===== config.mk =====
export PLATFORM = sky130hd
export DESIGN_NAME = taylor_sine_cosine_flat
export DESIGN_NICKNAME = d
export VERILOG_FILES = /design/src/rtl/tsc_pkg.sv /design/src/rtl/tsc_if.sv /design/src/rtl/taylor_sine_cosine.sv /design/src/rtl/tsc_ctrl.sv /design/src/rtl/tsc_datapath.sv /design/src/flat_wrapper.sv
export SDC_FILE = /design/constraint.sdc
export NUM_CORES = 2
export LEC_CHECK = 0
export BUFFER_PORTS_ARGS = -buffer_cell sky130_fd_sc_hd__buf_4
export CORE_ASPECT_RATIO = 2
export CORE_UTILIZATION = 67
export CTS_BUF_LIST = sky130_fd_sc_hd__clkbuf_2
export CTS_CLUSTER_SIZE = 25
export DETAILED_ROUTE_END_ITERATION = 12
export GPL_TIMING_DRIVEN = 0
export HOLD_SLACK_MARGIN = 0.03
export PLACE_DENSITY = 0.92
export SKIP_LAST_GASP = 1
export SLEW_MARGIN = 20
export SYNTH_ARGS = -nofsm -noshare
export SYNTH_HDL_FRONTEND = slang
export SYNTH_SLANG_ARGS = --single-unit

===== constraint.sdc =====
create_clock -name clk -period 13.6 [get_ports clk]
set_clock_uncertainty 0.15 [all_clocks]
set_input_delay 1.36 -clock clk [delete_from_list [all_inputs] [get_ports clk]]
set_output_delay 1.36 -clock clk [all_outputs]
set_load 0.01 [all_outputs]

===== src/rtl/tsc_pkg.sv =====
package tsc_pkg;

    localparam int ANGLE_W   = 16;
    localparam int VALUE_W   = 24;
    localparam int TC_W      = 4;
    localparam int TC_RESET  = 4;
    localparam int MAX_TERMS_DEFAULT = 12;

    // running magnitude |x|^k/k!, unsigned Q.30; stays below 16.0 for |x| <= 4
    localparam int MAG_FRAC  = 30;
    localparam int M_W       = 36;
    localparam int ANG_FRAC  = 13;
    localparam int REC_FRAC  = 24;
    localparam int REC_W     = 25;
    localparam int MB_W      = 16;          // narrow multiplier operand
    localparam int PROD_W    = M_W + MB_W;
    localparam int SUM_W     = 38;          // signed Q.30 partial sum
    localparam int OUT_SHIFT = MAG_FRAC - 16;
    localparam int IDX_W     = 5;           // term index, covers 2*16 terms

    typedef enum logic [2:0] {
        OP_NONE,
        OP_LOAD,
        OP_MUL_X,
        OP_MUL_LO,
        OP_MUL_HI,
        OP_FINAL,
        OP_ROUND
    } op_t;

    typedef enum logic [2:0] {
        S_IDLE,
        S_MUL_X,
        S_MUL_LO,
        S_MUL_HI,
        S_FINAL,
        S_ROUND
    } state_t;

    typedef struct packed {
        op_t              op;
        logic [IDX_W-1:0] term_k;   // index of the magnitude held now
        logic [IDX_W-1:0] recip_k;  // exponent step being formed
    } ctrl_t;

    // round(2^24 / k), Q1.24
    function automatic logic [REC_W-1:0] recip(input logic [IDX_W-1:0] k);
        logic [REC_W-1:0] r;
        unique case (k)
            5'd0:  r = 25'd0;
            5'd1:  r = 25'd16777216;
            5'd2:  r = 25'd8388608;
            5'd3:  r = 25'd5592405;
            5'd4:  r = 25'd4194304;
            5'd5:  r = 25'd3355443;
            5'd6:  r = 25'd2796203;
            5'd7:  r = 25'd2396745;
            5'd8:  r = 25'd2097152;
            5'd9:  r = 25'd1864135;
            5'd10: r = 25'd1677722;
            5'd11: r = 25'd1525201;
            5'd12: r = 25'd1398101;
            5'd13: r = 25'd1290555;
            5'd14: r = 25'd1198373;
            5'd15: r = 25'd1118481;
            5'd16: r = 25'd1048576;
            5'd17: r = 25'd986895;
            5'd18: r = 25'd932068;
            5'd19: r = 25'd883011;
            5'd20: r = 25'd838861;
            5'd21: r = 25'd798915;
            5'd22: r = 25'd762601;
            5'd23: r = 25'd729444;
            5'd24: r = 25'd699051;
            5'd25: r = 25'd671089;
            5'd26: r = 25'd645278;
            5'd27: r = 25'd621378;
            5'd28: r = 25'd599186;
            5'd29: r = 25'd578525;
            5'd30: r = 25'd559241;
            5'd31: r = 25'd541201;
        endcase
        return r;
    endfunction

endpackage


===== src/rtl/tsc_if.sv =====
interface tsc_req_if import tsc_pkg::*; ();
    logic                      valid;
    logic                      ready;
    logic                      func;
    logic signed [ANGLE_W-1:0] angle;

    modport source (output valid, func, angle, input ready);
    modport sink   (input valid, func, angle, output ready);
endinterface

interface tsc_rsp_if import tsc_pkg::*; ();
    logic                      valid;
    logic                      ready;
    logic signed [VALUE_W-1:0] value;
    logic                      saturated;

    modport source (output valid, value, saturated, input ready);
    modport sink   (input valid, value, saturated, output ready);
endinterface


===== src/rtl/taylor_sine_cosine.sv =====
// Truncated Taylor series sine / cosine. A request gives func (0 sine, 1 cosine)
// and a signed Q3.13 angle in radians; the response gives the partial sum of
// the first term_count terms as signed Q7.16, rounded half away from zero, with
// saturated set if the sum was clipped. term_count of zero returns zero and
// counts above MAX_TERMS are treated as MAX_TERMS. One request is worked at a
// time: each exponent step takes three passes through a single shared
// 36x16 multiplier (|x| once, the table reciprocal 1/k in two halves), so a
// request with last exponent L = 2n-1 (sine) or 2n-2 (cosine) occupies the
// block for L such steps, then a final accumulate and the rounding; a zero
// term count goes straight to the rounding. A finished response sits in the
// output register, so the next request is accepted while that response waits
// to be taken. term_count may only be written while no request is in flight.
module taylor_sine_cosine import tsc_pkg::*; #(
    parameter int MAX_TERMS = MAX_TERMS_DEFAULT
) (
    input  logic             clk,
    input  logic             rst_n,
    input  logic             cfg_wr_en,
    input  logic [TC_W-1:0]  cfg_wr_data,
    tsc_req_if.sink          req,
    tsc_rsp_if.source        rsp
);

    logic [TC_W-1:0] term_count_reg;
    ctrl_t           ctrl;

    // configuration: number of series terms
    always_ff @(posedge clk or negedge rst_n)
    begin
        if (!rst_n)
        begin
            term_count_reg <= TC_W'(TC_RESET);
        end
        else if (cfg_wr_en)
        begin
            term_count_reg <= cfg_wr_data;
        end
    end

    // sequencer: exponent step counter and handshakes
    tsc_ctrl #(
        .MAX_TERMS (MAX_TERMS)
    ) u_ctrl (
        .clk        (clk),
        .rst_n      (rst_n),
        .in_valid   (req.valid),
        .in_ready   (req.ready),
        .in_func    (req.func),
        .term_count (term_count_reg),
        .out_valid  (rsp.valid),
        .out_ready  (rsp.ready),
        .ctrl       (ctrl)
    );

    // shared multiplier, magnitude recurrence, accumulator, output rounding
    tsc_datapath u_datapath (
        .clk       (clk),
        .ctrl      (ctrl),
        .in_func   (req.func),
        .in_angle  (req.angle),
        .value     (rsp.value),
        .saturated (rsp.saturated)
    );

endmodule


===== src/rtl/tsc_ctrl.sv =====
module tsc_ctrl import tsc_pkg::*; #(
    parameter int MAX_TERMS = MAX_TERMS_DEFAULT
) (
    input  logic            clk,
    input  logic            rst_n,
    input  logic            in_valid,
    output logic            in_ready,
    input  logic            in_func,
    input  logic [TC_W-1:0] term_count,
    output logic            out_valid,
    input  logic            out_ready,
    output ctrl_t           ctrl
);

    localparam int K_W  = $clog2(2 * MAX_TERMS);
    localparam int N_W  = TC_W + 1;
    localparam int L_W  = N_W + 1;

    state_t         state_reg, state_next;
    logic [K_W-1:0] k_reg, k_next;
    logic [K_W-1:0] last_reg, last_next;
    logic           out_valid_reg, out_valid_next;

    logic [N_W-1:0] n_clamp;
    logic [L_W-1:0] last_full;
    logic [K_W-1:0] last_new;
    logic [K_W-1:0] k_inc;

    // terms beyond the build limit are dropped
    assign n_clamp   = ({1'b0, term_count} > N_W'(MAX_TERMS)) ? N_W'(MAX_TERMS)
                                                             : {1'b0, term_count};
    // sine ends at exponent 2n-1, cosine at 2n-2
    assign last_full = {n_clamp, 1'b0} - L_W'(2) + L_W'(!in_func);
    assign last_new  = last_full[K_W-1:0];
    assign k_inc     = k_reg + K_W'(1);

    always_ff @(posedge clk or negedge rst_n)
    begin
        if (!rst_n)
        begin
            state_reg     <= S_IDLE;
            k_reg         <= '0;
            last_reg      <= '0;
            out_valid_reg <= 1'b0;
        end
        else
        begin
            state_reg     <= state_next;
            k_reg         <= k_next;
            last_reg      <= last_next;
            out_valid_reg <= out_valid_next;
        end
    end

    always_comb
    begin
        state_next     = state_reg;
        k_next         = k_reg;
        last_next      = last_reg;
        out_valid_next = out_valid_reg && !out_ready;
        in_ready       = 1'b0;
        ctrl.op        = OP_NONE;
        ctrl.term_k    = IDX_W'(k_reg);
        ctrl.recip_k   = IDX_W'(k_inc);

        unique case (state_reg)
            S_IDLE:
            begin
                in_ready = 1'b1;
                if (in_valid)
                begin
                    ctrl.op   = OP_LOAD;
                    k_next    = '0;
                    last_next = last_new;
                    if (n_clamp == '0)
                        state_next = S_ROUND;
                    else if (last_new == '0)
                        state_next = S_FINAL;
                    else
                        state_next = S_MUL_X;
                end
            end
            S_MUL_X:
            begin
                ctrl.op    = OP_MUL_X;
                state_next = S_MUL_LO;
            end
            S_MUL_LO:
            begin
                ctrl.op    = OP_MUL_LO;
                state_next = S_MUL_HI;
            end
            S_MUL_HI:
            begin
                ctrl.op = OP_MUL_HI;
                k_next  = k_inc;
                if (k_inc == last_reg)
                    state_next = S_FINAL;
                else
                    state_next = S_MUL_X;
            end
            S_FINAL:
            begin
                ctrl.op    = OP_FINAL;
                state_next = S_ROUND;
            end
            S_ROUND:
            begin
                if (!out_valid_reg || out_ready)
                begin
                    ctrl.op        = OP_ROUND;
                    out_valid_next = 1'b1;
                    state_next     = S_IDLE;
                end
            end
            default:
            begin
                state_next = S_IDLE;
            end
        endcase
    end

    assign out_valid = out_valid_reg;

endmodule


===== src/rtl/tsc_datapath.sv =====
module tsc_datapath import tsc_pkg::*; (
    input  logic                      clk,
    input  ctrl_t                     ctrl,
    input  logic                      in_func,
    input  logic signed [ANGLE_W-1:0] in_angle,
    output logic signed [VALUE_W-1:0] value,
    output logic                      saturated
);

    localparam int FULL_W = PROD_W + MB_W;

    logic                      func_reg;
    logic                      xneg_reg;
    logic [ANGLE_W-1:0]        ax_reg;
    logic [M_W-1:0]            m_reg;
    logic [M_W-1:0]            p1_reg;
    logic [PROD_W-1:0]         acc_reg;
    logic signed [SUM_W-1:0]   sum_reg;
    logic signed [VALUE_W-1:0] value_reg;
    logic                      sat_reg;

    logic [REC_W-1:0]  rec;
    logic [M_W-1:0]    mul_a;
    logic [MB_W-1:0]   mul_b;
    logic [PROD_W-1:0] prod;
    logic [PROD_W:0]   p1_round;
    logic [FULL_W-1:0] full;
    logic [FULL_W-1:0] m_round;

    logic                    term_sel;
    logic                    term_neg;
    logic signed [SUM_W-1:0] term;
    logic signed [SUM_W-1:0] sum_add;

    logic               sum_neg;
    logic [SUM_W-1:0]   mag;
    logic [SUM_W-1:0]   mag_round;
    logic [VALUE_W-1:0] r;
    logic [VALUE_W-1:0] val_next;
    logic               sat_next;

    // one shared multiplier: m*|x|, then p1*R in two halves
    assign rec = recip(ctrl.recip_k);

    always_comb
    begin
        mul_a = p1_reg;
        mul_b = rec[MB_W-1:0];
        unique case (ctrl.op)
            OP_MUL_X:
            begin
                mul_a = m_reg;
                mul_b = ax_reg;
            end
            OP_MUL_HI:
            begin
                mul_b = MB_W'(rec[REC_W-1:MB_W]);
            end
            default:
            begin
                mul_b = rec[MB_W-1:0];
            end
        endcase
    end

    assign prod     = mul_a * mul_b;
    assign p1_round = ({1'b0, prod} + (PROD_W+1)'(1 << (ANG_FRAC - 1))) >> ANG_FRAC;
    assign full     = FULL_W'(acc_reg) + (FULL_W'(prod) << MB_W);
    assign m_round  = (full + FULL_W'(1 << (REC_FRAC - 1))) >> REC_FRAC;

    // term k is in the series when its parity matches the function
    assign term_sel = ctrl.term_k[0] != func_reg;
    assign term_neg = ctrl.term_k[1] ^ (xneg_reg & ctrl.term_k[0]);
    assign term     = signed'(SUM_W'(m_reg));
    assign sum_add  = !term_sel ? sum_reg
                    : term_neg  ? sum_reg - term
                    :             sum_reg + term;

    // round half away from zero on the magnitude, then clip
    assign sum_neg   = sum_reg[SUM_W-1];
    assign mag       = sum_neg ? SUM_W'(-sum_reg) : SUM_W'(sum_reg);
    assign mag_round = (mag + SUM_W'(1 << (OUT_SHIFT - 1))) >> OUT_SHIFT;
    assign r         = mag_round[VALUE_W-1:0];

    always_comb
    begin
        sat_next = 1'b0;
        if (sum_neg)
        begin
            if (mag_round > SUM_W'(1 << (VALUE_W - 1)))
            begin
                val_next = {1'b1, {(VALUE_W-1){1'b0}}};
                sat_next = 1'b1;
            end
            else
            begin
                val_next = -r;
            end
        end
        else
        begin
            if (mag_round > SUM_W'((1 << (VALUE_W - 1)) - 1))
            begin
                val_next = {1'b0, {(VALUE_W-1){1'b1}}};
                sat_next = 1'b1;
            end
            else
            begin
                val_next = r;
            end
        end
    end

    always_ff @(posedge clk)
    begin
        unique case (ctrl.op)
            OP_LOAD:
            begin
                func_reg <= in_func;
                xneg_reg <= in_angle[ANGLE_W-1];
                ax_reg   <= in_angle[ANGLE_W-1] ? ANGLE_W'(-in_angle) : ANGLE_W'(in_angle);
                m_reg    <= M_W'(1) << MAG_FRAC;
                sum_reg  <= '0;
            end
            OP_MUL_X:
            begin
                sum_reg <= sum_add;
                p1_reg  <= p1_round[M_W-1:0];
            end
            OP_MUL_LO:
            begin
                acc_reg <= prod;
            end
            OP_MUL_HI:
            begin
                m_reg <= m_round[M_W-1:0];
            end
            OP_FINAL:
            begin
                sum_reg <= sum_add;
            end
            OP_ROUND:
            begin
                value_reg <= signed'(val_next);
                sat_reg   <= sat_next;
            end
            OP_NONE:
            begin
            end
            default:
            begin
            end
        endcase
    end

    assign value     = value_reg;
    assign saturated = sat_reg;

endmodule


===== src/flat_wrapper.sv =====
// flat-port wrapper written by rule: the top's interface ports become plain ports
module taylor_sine_cosine_flat import tsc_pkg::*;
#(
    parameter int MAX_TERMS = MAX_TERMS_DEFAULT
)
  (clk, rst_n, cfg_wr_en, cfg_wr_data, req_valid, req_func, req_angle, req_ready, rsp_valid, rsp_value, rsp_saturated, rsp_ready);
  tsc_req_if req_i ();
  tsc_rsp_if rsp_i ();
  input  logic clk;
  input  logic rst_n;
  input  logic cfg_wr_en;
  input  logic [TC_W-1:0] cfg_wr_data;
  input wire logic [$bits(req_i.valid)-1:0] req_valid;
  input wire logic [$bits(req_i.func)-1:0] req_func;
  input wire logic [$bits(req_i.angle)-1:0] req_angle;
  output wire logic [$bits(req_i.ready)-1:0] req_ready;
  output wire logic [$bits(rsp_i.valid)-1:0] rsp_valid;
  output wire logic [$bits(rsp_i.value)-1:0] rsp_value;
  output wire logic [$bits(rsp_i.saturated)-1:0] rsp_saturated;
  input wire logic [$bits(rsp_i.ready)-1:0] rsp_ready;
  assign req_i.valid = req_valid;
  assign req_i.func = req_func;
  assign req_i.angle = req_angle;
  assign req_ready = req_i.ready;
  assign rsp_valid = rsp_i.valid;
  assign rsp_value = rsp_i.value;
  assign rsp_saturated = rsp_i.saturated;
  assign rsp_i.ready = rsp_ready;
  taylor_sine_cosine #(.MAX_TERMS(MAX_TERMS)) u_core (.clk(clk), .rst_n(rst_n), .cfg_wr_en(cfg_wr_en), .cfg_wr_data(cfg_wr_data), .req(req_i), .rsp(rsp_i));
endmodule

==> results.tsv, run 1 <==
metric	value	unit
die width	164	um
Netlist cell types	97	
synthesis-stage register bit count	207	
prevailing post-synth register cell	edfxtp_1	
post-synthesis instance area	35100	sq um
post-synth net total	4739	
Post-Synthesis Cells	3988	
I/O pin count	53	
status	did not finish	
first-pass GRT wire length	250	mm
number of I/O port buffers	52	
die extent in y	326	um
H-tree depth	2	
GP Congestion	1.09	
global route overflow	144	
Post-synth ARST share	8.70	%
Tot GR Track Use	64.4	%
row cnt	118	
largest net degree at the start of global routing	33	
warnings from Yosys	0	
CTS buffer count	50	
Max Root-Sink Buffers	3	
syn_area_per_cell	8.79	sq um
dpl cell area	36600	sq um
number of global-route vias before repair	37700	
final HPWL from detailed placement	113	mm
Seq/Total Area, Yosys	17.5	%
Error	[ERROR GRT-0116] Global routing finished with congestion. Check the congestion regions in the DRC Viewer.	
Clock Sinks	207	
Root Driver	clkbuf_2	
number of flops mapped to enable cells by yosys	189	
placed insts	4711	
Fail Step	5_1_grt	
Starting Density	67.9	%
-- cell usage after synthesis (all sizes together), types with 65 or more instances --
| cell | instances | share of area (%) |
|---|---|---|
| nand2 | 500 | 5.4 |
| inv | 526 | 5.6 |
| clkbuf | 161 | 1.8 |
| nand3 | 66 | 0.96 |
| fa | 475 | 27 |
| edfxtp | 189 | 16 |
| nor3 | 82 | 1.2 |
| ha | 250 | 8.9 |
| nor2 | 403 | 4.3 |
| a21oi | 174 | 2.5 |
| and2 | 65 | 1.2 |
| xnor2 | 133 | 3.3 |
| xor2 | 94 | 2.3 |
| a21o | 75 | 1.6 |
| o21ai | 134 | 1.9 |
-- metal layers --
layer | GRT overflow | track usage [%]
met1 | 0 | 59.0
met2 | 61 | 90.2
met3 | 5 | 40.4
met4 | 78 | 71.5
met5 | 0 | 5.10
-- cells by family after synthesis --
family                     after synthesis  synth area share, %
DFF                                    207                 17.5
xor gates and xnor gates               227                 5.67
buffers and inverters                  711                 7.78
and+or+nand+nor                       1387                 18.3
AOI/OAI and AO/OA                      642                 12.0
muxes                                   89                 2.71
adders and majority gates              725                 36.0
-- through the flow --
step | setup WS (ns) | setup TNS, ns | hold slack [ns]
floorplan | 2.21 | 0 | 0.319
CTS | -0.0000115 | -0.0000115 | 0.296
global placement | -1.54 | -23.60 | 0.335
detailed placement | -1.49 | -20.12 | 0.340
-- timing repair --
action / CTS
hold endpoints to repair: 17
pin swaps: 2
resized for setup: 51
endpoints found under the setup margin: 35
gates cloned: 0
hold buffers: 1
setup buffers: 3
==> inputs of run 2 (changes only) <==
--- a/config.mk
+++ b/config.mk
@@ -6,14 +6,10 @@
 export NUM_CORES = 2
 export LEC_CHECK = 0
 export BUFFER_PORTS_ARGS = -buffer_cell sky130_fd_sc_hd__buf_4
-export CORE_ASPECT_RATIO = 2
-export CORE_UTILIZATION = 67
-export CTS_BUF_LIST = sky130_fd_sc_hd__clkbuf_2
-export CTS_CLUSTER_SIZE = 25
+export CORE_UTILIZATION = 40
 export DETAILED_ROUTE_END_ITERATION = 12
 export GPL_TIMING_DRIVEN = 0
-export HOLD_SLACK_MARGIN = 0.03
-export PLACE_DENSITY = 0.92
+export PLACE_DENSITY_LB_ADDON = 0.15
 export SKIP_LAST_GASP = 1
 export SLEW_MARGIN = 20
 export SYNTH_ARGS = -nofsm -noshare
==> run 2 against run 1 <==
The run now ends clean. Area after synthesis stayed put. Synthesized cell count is the same.
==> results.tsv, run 2 <==
metric	value	unit	change
Routed WL	117	mm	
flop-to-flop setup slack	0.56	ns	
die area	88900	sq um	
pre-CTS WS	-1.26	ns	+0.233 ns
number of I/O port buffers	52		unchanged
synthesis-stage register bit count	207		unchanged
Worst Path Required	13.87	ns	
Via density	5.58		
Clock Latency Late Sink	0.56	ns	
Synth Area in XOR/XNOR	5.67	%	unchanged
Routed Antenna Nets	0		
final HPWL from detailed placement	96.7	mm	-15%
Post-Synth Simple-Gate Area	18.3	%	unchanged
Synth area leaders	fa_1 (27%), edfxtp_1 (16%), ha_1 (8.9%)		
critical setup path kind	reg -> reg		
DRC Markers	0		
CORE AREA	86800	sq um	
most instantiated cells after synthesis	inv_1 (526), nand2_1 (499), fa_1 (475)		
Iter 0 DRT Violations	2254		
die width	298	um	+82%
prevailing post-synth register cell	edfxtp_1		
global route overflow	0		
warnings from Yosys	0		unchanged
largest family of logic cells by synthesized area	adder cells		
Yosys top cell area share	27.1	%	unchanged
Detailed Routing Iterations Pass 1	5		
Root Driver	clkbuf_16		
CTS clk-pin slew, worst paths	0.07	ns	
first-pass GRT wire length	181	mm	
number of flops mapped to enable cells by yosys	189		unchanged
DR WL/cell	22.4	um	
commonest cells after routing, fill and taps aside	inv_1 (526), nand2_1 (498), fa_1 (475), nor2_1 (401), ha_1 (250)		
status	completed		
CP peak stage delay	0.70	ns	
Slowest-stage cell, CP	or4_1		
crit end category	flip-flop		
Post-synth ARST share	8.70	%	unchanged
post-route insts no fill	5242		
Hold Slack	0.353	ns	
row cnt	108		-8.5%
Min-Delay Path Class	reg -> reg		
most common cell after layout, fill and taps aside	inv_1		
Starting Density	40.4	%	-27 points
Netlist cell types	97		unchanged
Synth Area in Adders	36.0	%	unchanged
CP Launch Type	flip-flop		
Hold Vio Cnt, Final	0		
Slew Viols, Final	0		
Max FO, Critical Path	11		
Worst Tran Pin Value	1.09	ns	
Post-Synthesis Cells	3988		unchanged
I/O pin count	53		unchanged
CTS buffer count	24		-52%
largest net degree at the start of global routing	32		
setup ws final	0.562	ns	
syn_area_per_cell	8.79	sq um	unchanged
final worst-path cycle share	95.9	%	
min Tclk post-route	13.04	ns	
GP Congestion	0.943		-13%
CP dominant cell by count	inv_1		
most common cell in the netlist	inv_1		
critical path arrival	13.31	ns	
via count	29300		
Max Root-Sink Buffers	3		unchanged
Seq/Total Area, Yosys	17.5	%	unchanged
post-synthesis compound-gate area fraction	12.0	%	unchanged
share of layout cells above drive strength 1	6.56	%	
placed insts	5208		+11%
Fmax	76.7	MHz	
hold depth	2		
Final #Nets	4822		
RSZ-0062 raised after global routing	false		
max reg flops	38		
H-tree depth	1		-1
number of global-route vias before repair	29000		
Reg2Reg Depth	41		
die extent in y	298	um	-8.4%
Clock Sinks	207		unchanged
initial antenna violation count	4		
Synth area leader	fa_1		
post-synth net total	4739		unchanged
max_slew headroom	25.1	%	
max-cap check violation count	0		
Layout area overhead	8.82	%	
mux cell area share after synthesis	2.71	%	unchanged
CTS tree	yes		
Tot GR Track Use	26.6	%	
final setup violation count	0		
post-synthesis instance area	35100	sq um	unchanged
[run 2: worst max-delay path: cells and delay by family, from the launching register on]
| kind | cells | cell delay (ns) |
|---|---|---|
| AND/OR/NAND/NOR | 9 | 2.55 |
| buffers and inverters | 11 | 2.11 |
| flip-flops | 1 | 0.62 |
| AO/OA/AOI/OAI | 10 | 2.40 |
| adder cells (fa/ha/maj) | 11 | 5.05 |
[run 2: cell type report]
class                      instances  area (sq um)
antenna                            1          2.50
timing repair buffer              67           612
fill                            8714         48600
buffer                           173           751
clock inverter                    14           160
sequential                       207          6130
inverter                         528          1990
clock buffer                      27           612
tap                             1155          1450
multi-input combinational       3070         26500
[run 2: timing repair]
action                     in CTS  in global routing
gates resized for setup        39                 40
hold buffers                    0                  0
setup endpoints to repair      32                 30
pin swaps                       0                  0
buffers inserted                2                  0
[run 2: per-layer routing]
layer / GRT usage (%) / part of all wire [%]
met5: 0 / 0.035
met4: 7.36 / 3.2
met3: 4.15 / 7.0
met2: 42.0 / 45
met1: 37.7 / 45
[run 2: final timing paths]
check	from	endpoint
max	u_core.u_ctrl.k_reg[0]$_DFFE_PN0P_	u_core.u_datapath.m_reg[34]$_SDFFCE_PP0P_
min in group asynchronous	rst_n	u_core.u_ctrl.k_reg[2]$_DFFE_PN0P_
max in group asynchronous	rst_n	u_core.term_count_reg[2]$_DFFE_PN1P_
min reg2reg	u_core.u_ctrl.last_reg[4]$_DFFE_PN0P_	u_core.u_ctrl.last_reg[4]$_DFFE_PN0P_
min	u_core.u_ctrl.last_reg[4]$_DFFE_PN0P_	u_core.u_ctrl.last_reg[4]$_DFFE_PN0P_
max reg2reg	u_core.u_ctrl.k_reg[0]$_DFFE_PN0P_	u_core.u_datapath.m_reg[34]$_SDFFCE_PP0P_
[run 2: cell families (layout without fill, tap and decap cells)]
logic type,Yosys count,after routing
AO/OA/AOI/OAI,642,642
XOR/XNOR,227,227
adder cells (fa/ha/maj),725,725
buffers and inverters,711,809
flip-flops,207,207
multiplexers,89,89
other,0,1
AND/OR/NAND/NOR,1387,1387
[run 2: stage by stage]
step	instance area, sq um	utilization [%]	TNS, ns
2_1_floorplan	35100	-	0
3_3_place_gp	36900	42.5	-32.54
3_5_place_dp	37200	42.9	-15.38
4_1_cts	38100	43.9	0
5_1_grt	38200	44.0	0
6_report	38200	44.0	0
Power of run 2 is left out: the tool's default activity adds up to more than one toggle a clock period on the data nets, which glitch-free logic cannot reach.
